<file path="config.mk">
export PLATFORM = sky130hd
export DESIGN_NAME = pileup_consensus_caller_unit
export DESIGN_NICKNAME = d
export VERILOG_FILES = /design/src/sv/pcc_pkg.sv /design/src/sv/pileup_consensus_caller_unit.sv
export SDC_FILE = /design/constraint.sdc
export NUM_CORES = 1
export LEC_CHECK = 0
export BUFFER_PORTS_ARGS = -buffer_cell sky130_fd_sc_hd__buf_2
export CORE_MARGIN = 3
export CORE_UTILIZATION = 61
export DETAILED_ROUTE_END_ITERATION = 12
export PLACE_DENSITY = 0.86
export SLEW_MARGIN = 20
export SYNTH_ARGS = -nofsm -noshare
export SYNTH_HDL_FRONTEND = slang
export SYNTH_SLANG_ARGS = --single-unit
</file>
<file path="constraint.sdc">
create_clock -name clk -period 10.6 [get_ports clk]
set_clock_uncertainty 0.15 [all_clocks]
set_input_delay 2.12 -clock clk [delete_from_list [all_inputs] [get_ports clk]]
set_output_delay 2.12 -clock clk [all_outputs]
set_load 0.005 [all_outputs]
</file>
<file path="src/sv/pcc_pkg.sv">
// types, constants and the nucleotide decoder shared by the consensus caller
`timescale 1ns / 1ps
`default_nettype none

package pcc_pkg;

	localparam int unsigned CHAR_W    = 8;
	localparam int unsigned CNT_W     = 9;
	localparam int unsigned GAP_W     = 12;
	localparam int unsigned NUM_BASES = 4;
	localparam int unsigned OUT_W     = 2 + GAP_W + CNT_W + CNT_W;

	// called base, in tie-break order
	typedef enum logic [1:0] {
		BASE_A = 2'd0,
		BASE_T = 2'd1,
		BASE_G = 2'd2,
		BASE_C = 2'd3
	} base_t;

	typedef struct packed {
		logic  hit;
		base_t code;
	} nuc_t;

	// result word, first field in the high bits
	typedef struct packed {
		logic [CNT_W-1:0] depth;
		logic [CNT_W-1:0] support;
		logic [GAP_W-1:0] gaps_before;
		base_t            base_code;
	} call_t;

	function automatic nuc_t decode_char(input logic [CHAR_W-1:0] ch);
		nuc_t r;
		r.hit  = 1'b1;
		r.code = BASE_A;
		unique case (ch)
			8'h41, 8'h61: r.code = BASE_A;
			8'h54, 8'h74: r.code = BASE_T;
			8'h47, 8'h67: r.code = BASE_G;
			8'h43, 8'h63: r.code = BASE_C;
			default: r.hit = 1'b0;
		endcase
		return r;
	endfunction

endpackage

`default_nettype wire

</file>
<file path="src/sv/pileup_consensus_caller_unit.sv">
// pileup majority-vote consensus caller, top level
`timescale 1ns / 1ps
`default_nettype none

// channel   dir  handshake                   payload
// s_axis    in   s_axis_tvalid/tready        tdata cell_char, tlast column_end,
//                                             tuser contig_start
// m_axis    out  m_axis_tvalid/tready        tdata base_code, gaps_before,
//                                             support, depth
// cfg       in   cfg_valid/cfg_ready         cfg_data min_support
//
// one word per cycle while no held result stalls the input; a word is registered in
// the input register, and the call that a column end makes in the result register
// the count update, argmax and threshold compare sit between those registers
// async reset clears counters, contig state, min_support and both valids
// a held result stalls the input register, which then stalls s_axis
module pileup_consensus_caller_unit #(
	parameter int unsigned MAX_READS = 256,
	parameter int unsigned MAX_GAP   = 4095
) (
	input  wire                           clk,
	input  wire                           arst_n,
	input  wire                           s_axis_tvalid,
	output logic                          s_axis_tready,
	input  wire  [pcc_pkg::CHAR_W-1:0]    s_axis_tdata,   // [7:0] cell_char
	input  wire                           s_axis_tlast,   // column_end
	input  wire                           s_axis_tuser,   // contig_start
	output logic                          m_axis_tvalid,
	input  wire                           m_axis_tready,
	// [1:0] base_code, [13:2] gaps_before, [22:14] support, [31:23] depth
	output logic [pcc_pkg::OUT_W-1:0]     m_axis_tdata,
	input  wire                           cfg_valid,
	output logic                          cfg_ready,
	input  wire  [pcc_pkg::CNT_W-1:0]     cfg_data        // min_support
);

	import pcc_pkg::*;

	// saturation limits
	localparam int unsigned CNT_CAP_I = (MAX_READS < 511) ? MAX_READS : 511;
	localparam int unsigned GAP_CAP_I = (MAX_GAP < 4095) ? MAX_GAP : 4095;
	localparam logic [CNT_W-1:0] CNT_CAP = CNT_W'(CNT_CAP_I);
	localparam logic [GAP_W-1:0] GAP_CAP = GAP_W'(GAP_CAP_I);

	// configuration
	logic [CNT_W-1:0] min_support_q;

	// input register
	logic              valid_s1;
	logic [CHAR_W-1:0] char_s1;
	logic              last_s1;
	logic              start_s1;

	// column and contig state
	logic [CNT_W-1:0] base_counts_q [NUM_BASES];
	logic [CNT_W-1:0] column_depth_q;
	logic             started_q;
	logic [GAP_W-1:0] gaps_q;

	// result register
	logic  m_valid_q;
	call_t m_data_q;

	// stage two combinational work
	logic             out_free;
	logic             advance;
	nuc_t             nuc;
	logic [CNT_W-1:0] cnt_nx [NUM_BASES];
	logic [CNT_W-1:0] depth_nx;
	base_t            best;
	logic [CNT_W-1:0] best_cnt;
	logic             started_eff;
	logic [GAP_W-1:0] gaps_eff;
	logic [CNT_W+1:0] lhs4;
	logic [CNT_W+1:0] rhs3;
	logic             do_call;

	assign cfg_ready     = 1'b1;
	assign out_free      = !m_valid_q || m_axis_tready;
	assign advance       = valid_s1 && out_free;
	assign s_axis_tready = !valid_s1 || out_free;
	assign m_axis_tvalid = m_valid_q;
	assign m_axis_tdata  = m_data_q;

	always_comb begin
		nuc = decode_char(char_s1);
		for (int i = 0; i < NUM_BASES; i++) begin
			cnt_nx[i] = base_counts_q[i];
			if (nuc.hit && (nuc.code == base_t'(i)) && (base_counts_q[i] < CNT_CAP)) begin
				cnt_nx[i] = base_counts_q[i] + 1'b1;
			end
		end
		depth_nx = column_depth_q;
		if (nuc.hit && (column_depth_q < CNT_CAP)) begin
			depth_nx = column_depth_q + 1'b1;
		end

		// argmax, ties to the earlier base
		best     = BASE_A;
		best_cnt = cnt_nx[0];
		for (int i = 1; i < NUM_BASES; i++) begin
			if (cnt_nx[i] > best_cnt) begin
				best     = base_t'(i);
				best_cnt = cnt_nx[i];
			end
		end

		// 4*count > 3*depth
		lhs4    = {best_cnt, 2'b00};
		rhs3    = {1'b0, depth_nx, 1'b0} + {2'b00, depth_nx};
		do_call = last_s1 && (best_cnt > min_support_q) && (lhs4 > rhs3);

		// contig start clears before the cell counts
		started_eff = start_s1 ? 1'b0 : started_q;
		gaps_eff    = start_s1 ? '0 : gaps_q;
	end

	always_ff @(posedge clk or negedge arst_n) begin
		if (!arst_n) begin
			min_support_q <= '0;
		end else if (cfg_valid && cfg_ready) begin
			min_support_q <= cfg_data;
		end
	end

	always_ff @(posedge clk or negedge arst_n) begin
		if (!arst_n) begin
			valid_s1 <= 1'b0;
		end else if (s_axis_tready) begin
			valid_s1 <= s_axis_tvalid;
		end
	end

	always_ff @(posedge clk) begin
		if (s_axis_tready && s_axis_tvalid) begin
			char_s1  <= s_axis_tdata;
			last_s1  <= s_axis_tlast;
			start_s1 <= s_axis_tuser;
		end
	end

	always_ff @(posedge clk or negedge arst_n) begin
		if (!arst_n) begin
			for (int i = 0; i < NUM_BASES; i++) begin
				base_counts_q[i] <= '0;
			end
			column_depth_q <= '0;
			started_q      <= 1'b0;
			gaps_q         <= '0;
		end else if (advance) begin
			for (int i = 0; i < NUM_BASES; i++) begin
				base_counts_q[i] <= last_s1 ? '0 : cnt_nx[i];
			end
			column_depth_q <= last_s1 ? '0 : depth_nx;
			priority if (do_call) begin
				started_q <= 1'b1;
				gaps_q    <= '0;
			end else if (last_s1 && started_eff && (gaps_eff < GAP_CAP)) begin
				started_q <= started_eff;
				gaps_q    <= gaps_eff + 1'b1;
			end else begin
				started_q <= started_eff;
				gaps_q    <= gaps_eff;
			end
		end
	end

	always_ff @(posedge clk or negedge arst_n) begin
		if (!arst_n) begin
			m_valid_q <= 1'b0;
		end else if (out_free) begin
			m_valid_q <= advance && do_call;
		end
	end

	always_ff @(posedge clk) begin
		if (advance && do_call) begin
			m_data_q.base_code   <= best;
			m_data_q.gaps_before <= gaps_eff;
			m_data_q.support     <= best_cnt;
			m_data_q.depth       <= depth_nx;
		end
	end

endmodule

`default_nettype wire
</file>
==> impl_results.md <==
* Status: finished, final reports clean
* Worst reg2reg path depth at 32
* Crit path max fanout at 32
* Diodes inserted at 0
* Max Buffers Root-to-Sink at 2
* Proportion of netlist area held by the largest area contributor at 0.237
* Yosys Warn Count at 0
* Crit path from: char_s1[1]$_DFFE_PP_
* Worst VDD drop at 0.0913 mV
* Core Box Area at 11600 um^2
* Clock power share at 0.305
* Worst-margin pin slew at 1020 ps
* Total CTS buffers at 9
* Met2 wire len at 8740 um
* Postcts setup bufs at 0
* Net Sw Frac at 0.341
* CTS resizes at 0
* GRT overflow at 0
* Wl on met1 at 7280 um
* Post-synthesis sequential area ratio at 0.406
* Synth cell count leaders: nand2_1, o21ai_0, dfrtp_1
* Worst slew margin at 0.322
* Initial antenna violation count at 0
* Router iterations before antenna repair at 5
* DP Area at 7650 um^2
* Fmax achieved at 0.101 GHz
* Hold buffers post-CTS at 0
* Asr flop ratio synth at 0.627
* Slowest stage cell on the critical path: or4_4
* Fin crit period at 9870 ps
* Area grow syn2layout at 9.22%
* Final setup fails at 0
* Part of the power in combinational logic at 0.265
* Final net count at 883
* Max-cap viol count at 0
* Avg Cell Area, Syn at 9.64 um^2
* First-pass GRT wire length at 28300 um
* Vias/cell at 6.50
* Met3 wire len at 1010 um
* Pwr/cell area at 141 nW/um^2
* Worst r2r src: char_s1[1]$_DFFE_PP_
* Share of cells above drive strength 1 at 0.132
* Switch Pwr at 0.384 mW
* Flop-to-flop setup slack at 730 ps
* Hpwl dp at 12600 um
* Reg clk slew, reported paths at 80 ps
* Post-synth EDFFs at 41
* Die footprint at 13300 um^2
* Die outline height at 115 um
* Mean routed wirelength per cell at 18.4 um
* Final Util at 0.688
* Sequential fraction of design power at 0.430
* Worst-skew pair later-pin latency at 370 ps
* Vias in the first global route at 5889
* Sum of negative setup slack at 0 ps
* Synthesized cell area at 7290 um^2
* Count of cell types in the netlist at 65
* Routed wire length at 17300 um
* Most frequent cell after synthesis: nand2_1
* Clock Tree Root: clkbuf_16
* Synth area leader: dfrtp_1
* Detail Route Antenna Nets at 0
* Critical path's most frequent cell: ha_1
* Crit share post-route at 0.931
* Hold WC Path Type: reg -> reg
* CTS tree: yes
* CP max stage delay at 600 ps
* 1st-iter DRT viols at 630
* Crit path to: m_axis_tdata[0]$_SDFFCE_PP1P_
* Via count at 6139
* Die width at 115 um
* Mapped Cells at 756
* Largest cells by area after synthesis: dfrtp_1, edfxtp_1, ha_1
* Top FF cell, synth: dfrtp_1
* Critical path type: reg -> reg
* Placer Congestion at 0.951
* Largest net degree at the start of global routing at 70
* Tot Pwr at 1.13 mW
* Syn Nets at 842
* CP Launch Type: register
* Residual DRC at 0
* WP data required at 10470 ps
* Hold WS at 365 ps
* Max-slew violation count at 0
* FF+latch count, synth at 110
* GRT Util Overall at 0.268
* Highest metal used: met4
* Worst R2R End: m_axis_tdata[0]$_SDFFCE_PP1P_
* Final Hold Vio Count at 0
* Cell area after layout at 7960 um^2
* Clk sink count at 110
* Leakage Power at 3.54 nW
* CP endpoint kind: register
* Port Buffers at 56
* Rows at 39
* Unrepaired setup endpoints after global routing: false
* Worst Path Arrival at 9740 ps
* Internal power at 0.741 mW
* I/O pin count at 59
* Starting Density at 0.630
* H-tree depth at 3
==> area by class of cell <==
type,count,area (um^2)
multi-input combinational,585,4100
fill,879,3600
sequential,110,2960
timing repair buffer,60,310
clock buffer,9,225
tap,143,179
inverter,31,116
clock inverter,7,71.3
==> cell usage in the layout (no fill, tap or decap), types with 4 or more instances in the layout <==
master     netlist  layout
a211oi_1        11      11
a21o_1           4       4
a21oi_1         26      26
a22o_1          14      14
a31oi_1          9       9
a41oi_1          6       6
and2_1          11      10
and3_1          14      14
buf_2            2      56
buf_4            4       4
clkbuf_16        0       9
dfrtp_1         69      69
edfxtp_1        41      41
ha_1            61      61
inv_1           31      31
mux2i_1         11      11
nand2_1         82      82
nand2b_1         9       9
nand3_1         22      22
nand3b_1         5       5
nand4_1         15      15
nand4b_1         5       5
nor2_1          36      34
nor2b_1         15      15
nor3_1          15      15
nor4_1           7       7
o21a_1           4       4
o21ai_0         74      74
o221ai_1         6       6
o31ai_1         21      20
or2_2            4       4
or3_1            5       5
xnor2_1         25      25
xor2_1          17      17
==> layer usage <==
layer  global-route usage  up-vias
li1                     -     2892
met1                0.342     2973
met2                0.459      235
met3               0.0547       39
met4               0.0790        0
met5                    0        -
==> logic make-up after synthesis <==
logic type | after synthesis | share of synthesized area
AO/OA/AOI/OAI | 203 | 0.184
XOR/XNOR | 42 | 0.0505
adder cells (fa/ha/maj) | 62 | 0.107
buffers and inverters | 61 | 0.0338
flip-flops | 110 | 0.406
multiplexers | 13 | 0.0182
other | 1 | 0.000514
AND/OR/NAND/NOR | 264 | 0.200
==> sequential cells by signal, summed over array words and instances, names as in the netlist <==
register / cells
base_counts_q: 36
m_axis_tdata: 32
gaps_q: 12
column_depth_q: 9
min_support_q: 9
char_s1: 7
last_s1: 1
m_axis_tvalid: 1
start_s1: 1
started_q: 1
valid_s1: 1
==> critical path, delay by kind of cell (launching register included) <==
| family | cells | cell delay (ps) |
|---|---|---|
| compound gates | 12 | 3110 |
| buf+inv | 1 | 390 |
| flops | 1 | 560 |
| simple gates | 15 | 4150 |
| fa+ha+maj | 4 | 1150 |
==> power by group through the flow <==
stage	registers, mW	logic (mW)	clock network [mW]
after floorplan	0.487	0.211	0
after global placement	0.491	0.272	0
after detailed placement	0.492	0.289	0
after CTS	0.483	0.292	0.346
after global routing	0.487	0.333	0.359
final	0.484	0.299	0.343
==> metrics by stage <==
step | cells | setup slack [ps]
5_1_grt | 945 | 70.4
6_report | 945 | 730
3_5_place_dp | 929 | 848
3_3_place_gp | 929 | 1060
4_1_cts | 945 | 771
2_1_floorplan | 756 | 902
==> how the worst min path moves through the flow <==
stage	startpoint	end	slack (ps)	cells past startpoint
after global routing	started_q$_DFFE_PN0P_	started_q$_DFFE_PN0P_	390	2
after floorplan	started_q$_DFFE_PN0P_	started_q$_DFFE_PN0P_	300	2
after CTS	started_q$_DFFE_PN0P_	started_q$_DFFE_PN0P_	360	2
after detailed placement	started_q$_DFFE_PN0P_	started_q$_DFFE_PN0P_	340	2
final	started_q$_DFFE_PN0P_	started_q$_DFFE_PN0P_	360	2
after global placement	started_q$_DFFE_PN0P_	started_q$_DFFE_PN0P_	320	2
Power figures use the tool's default switching activity.
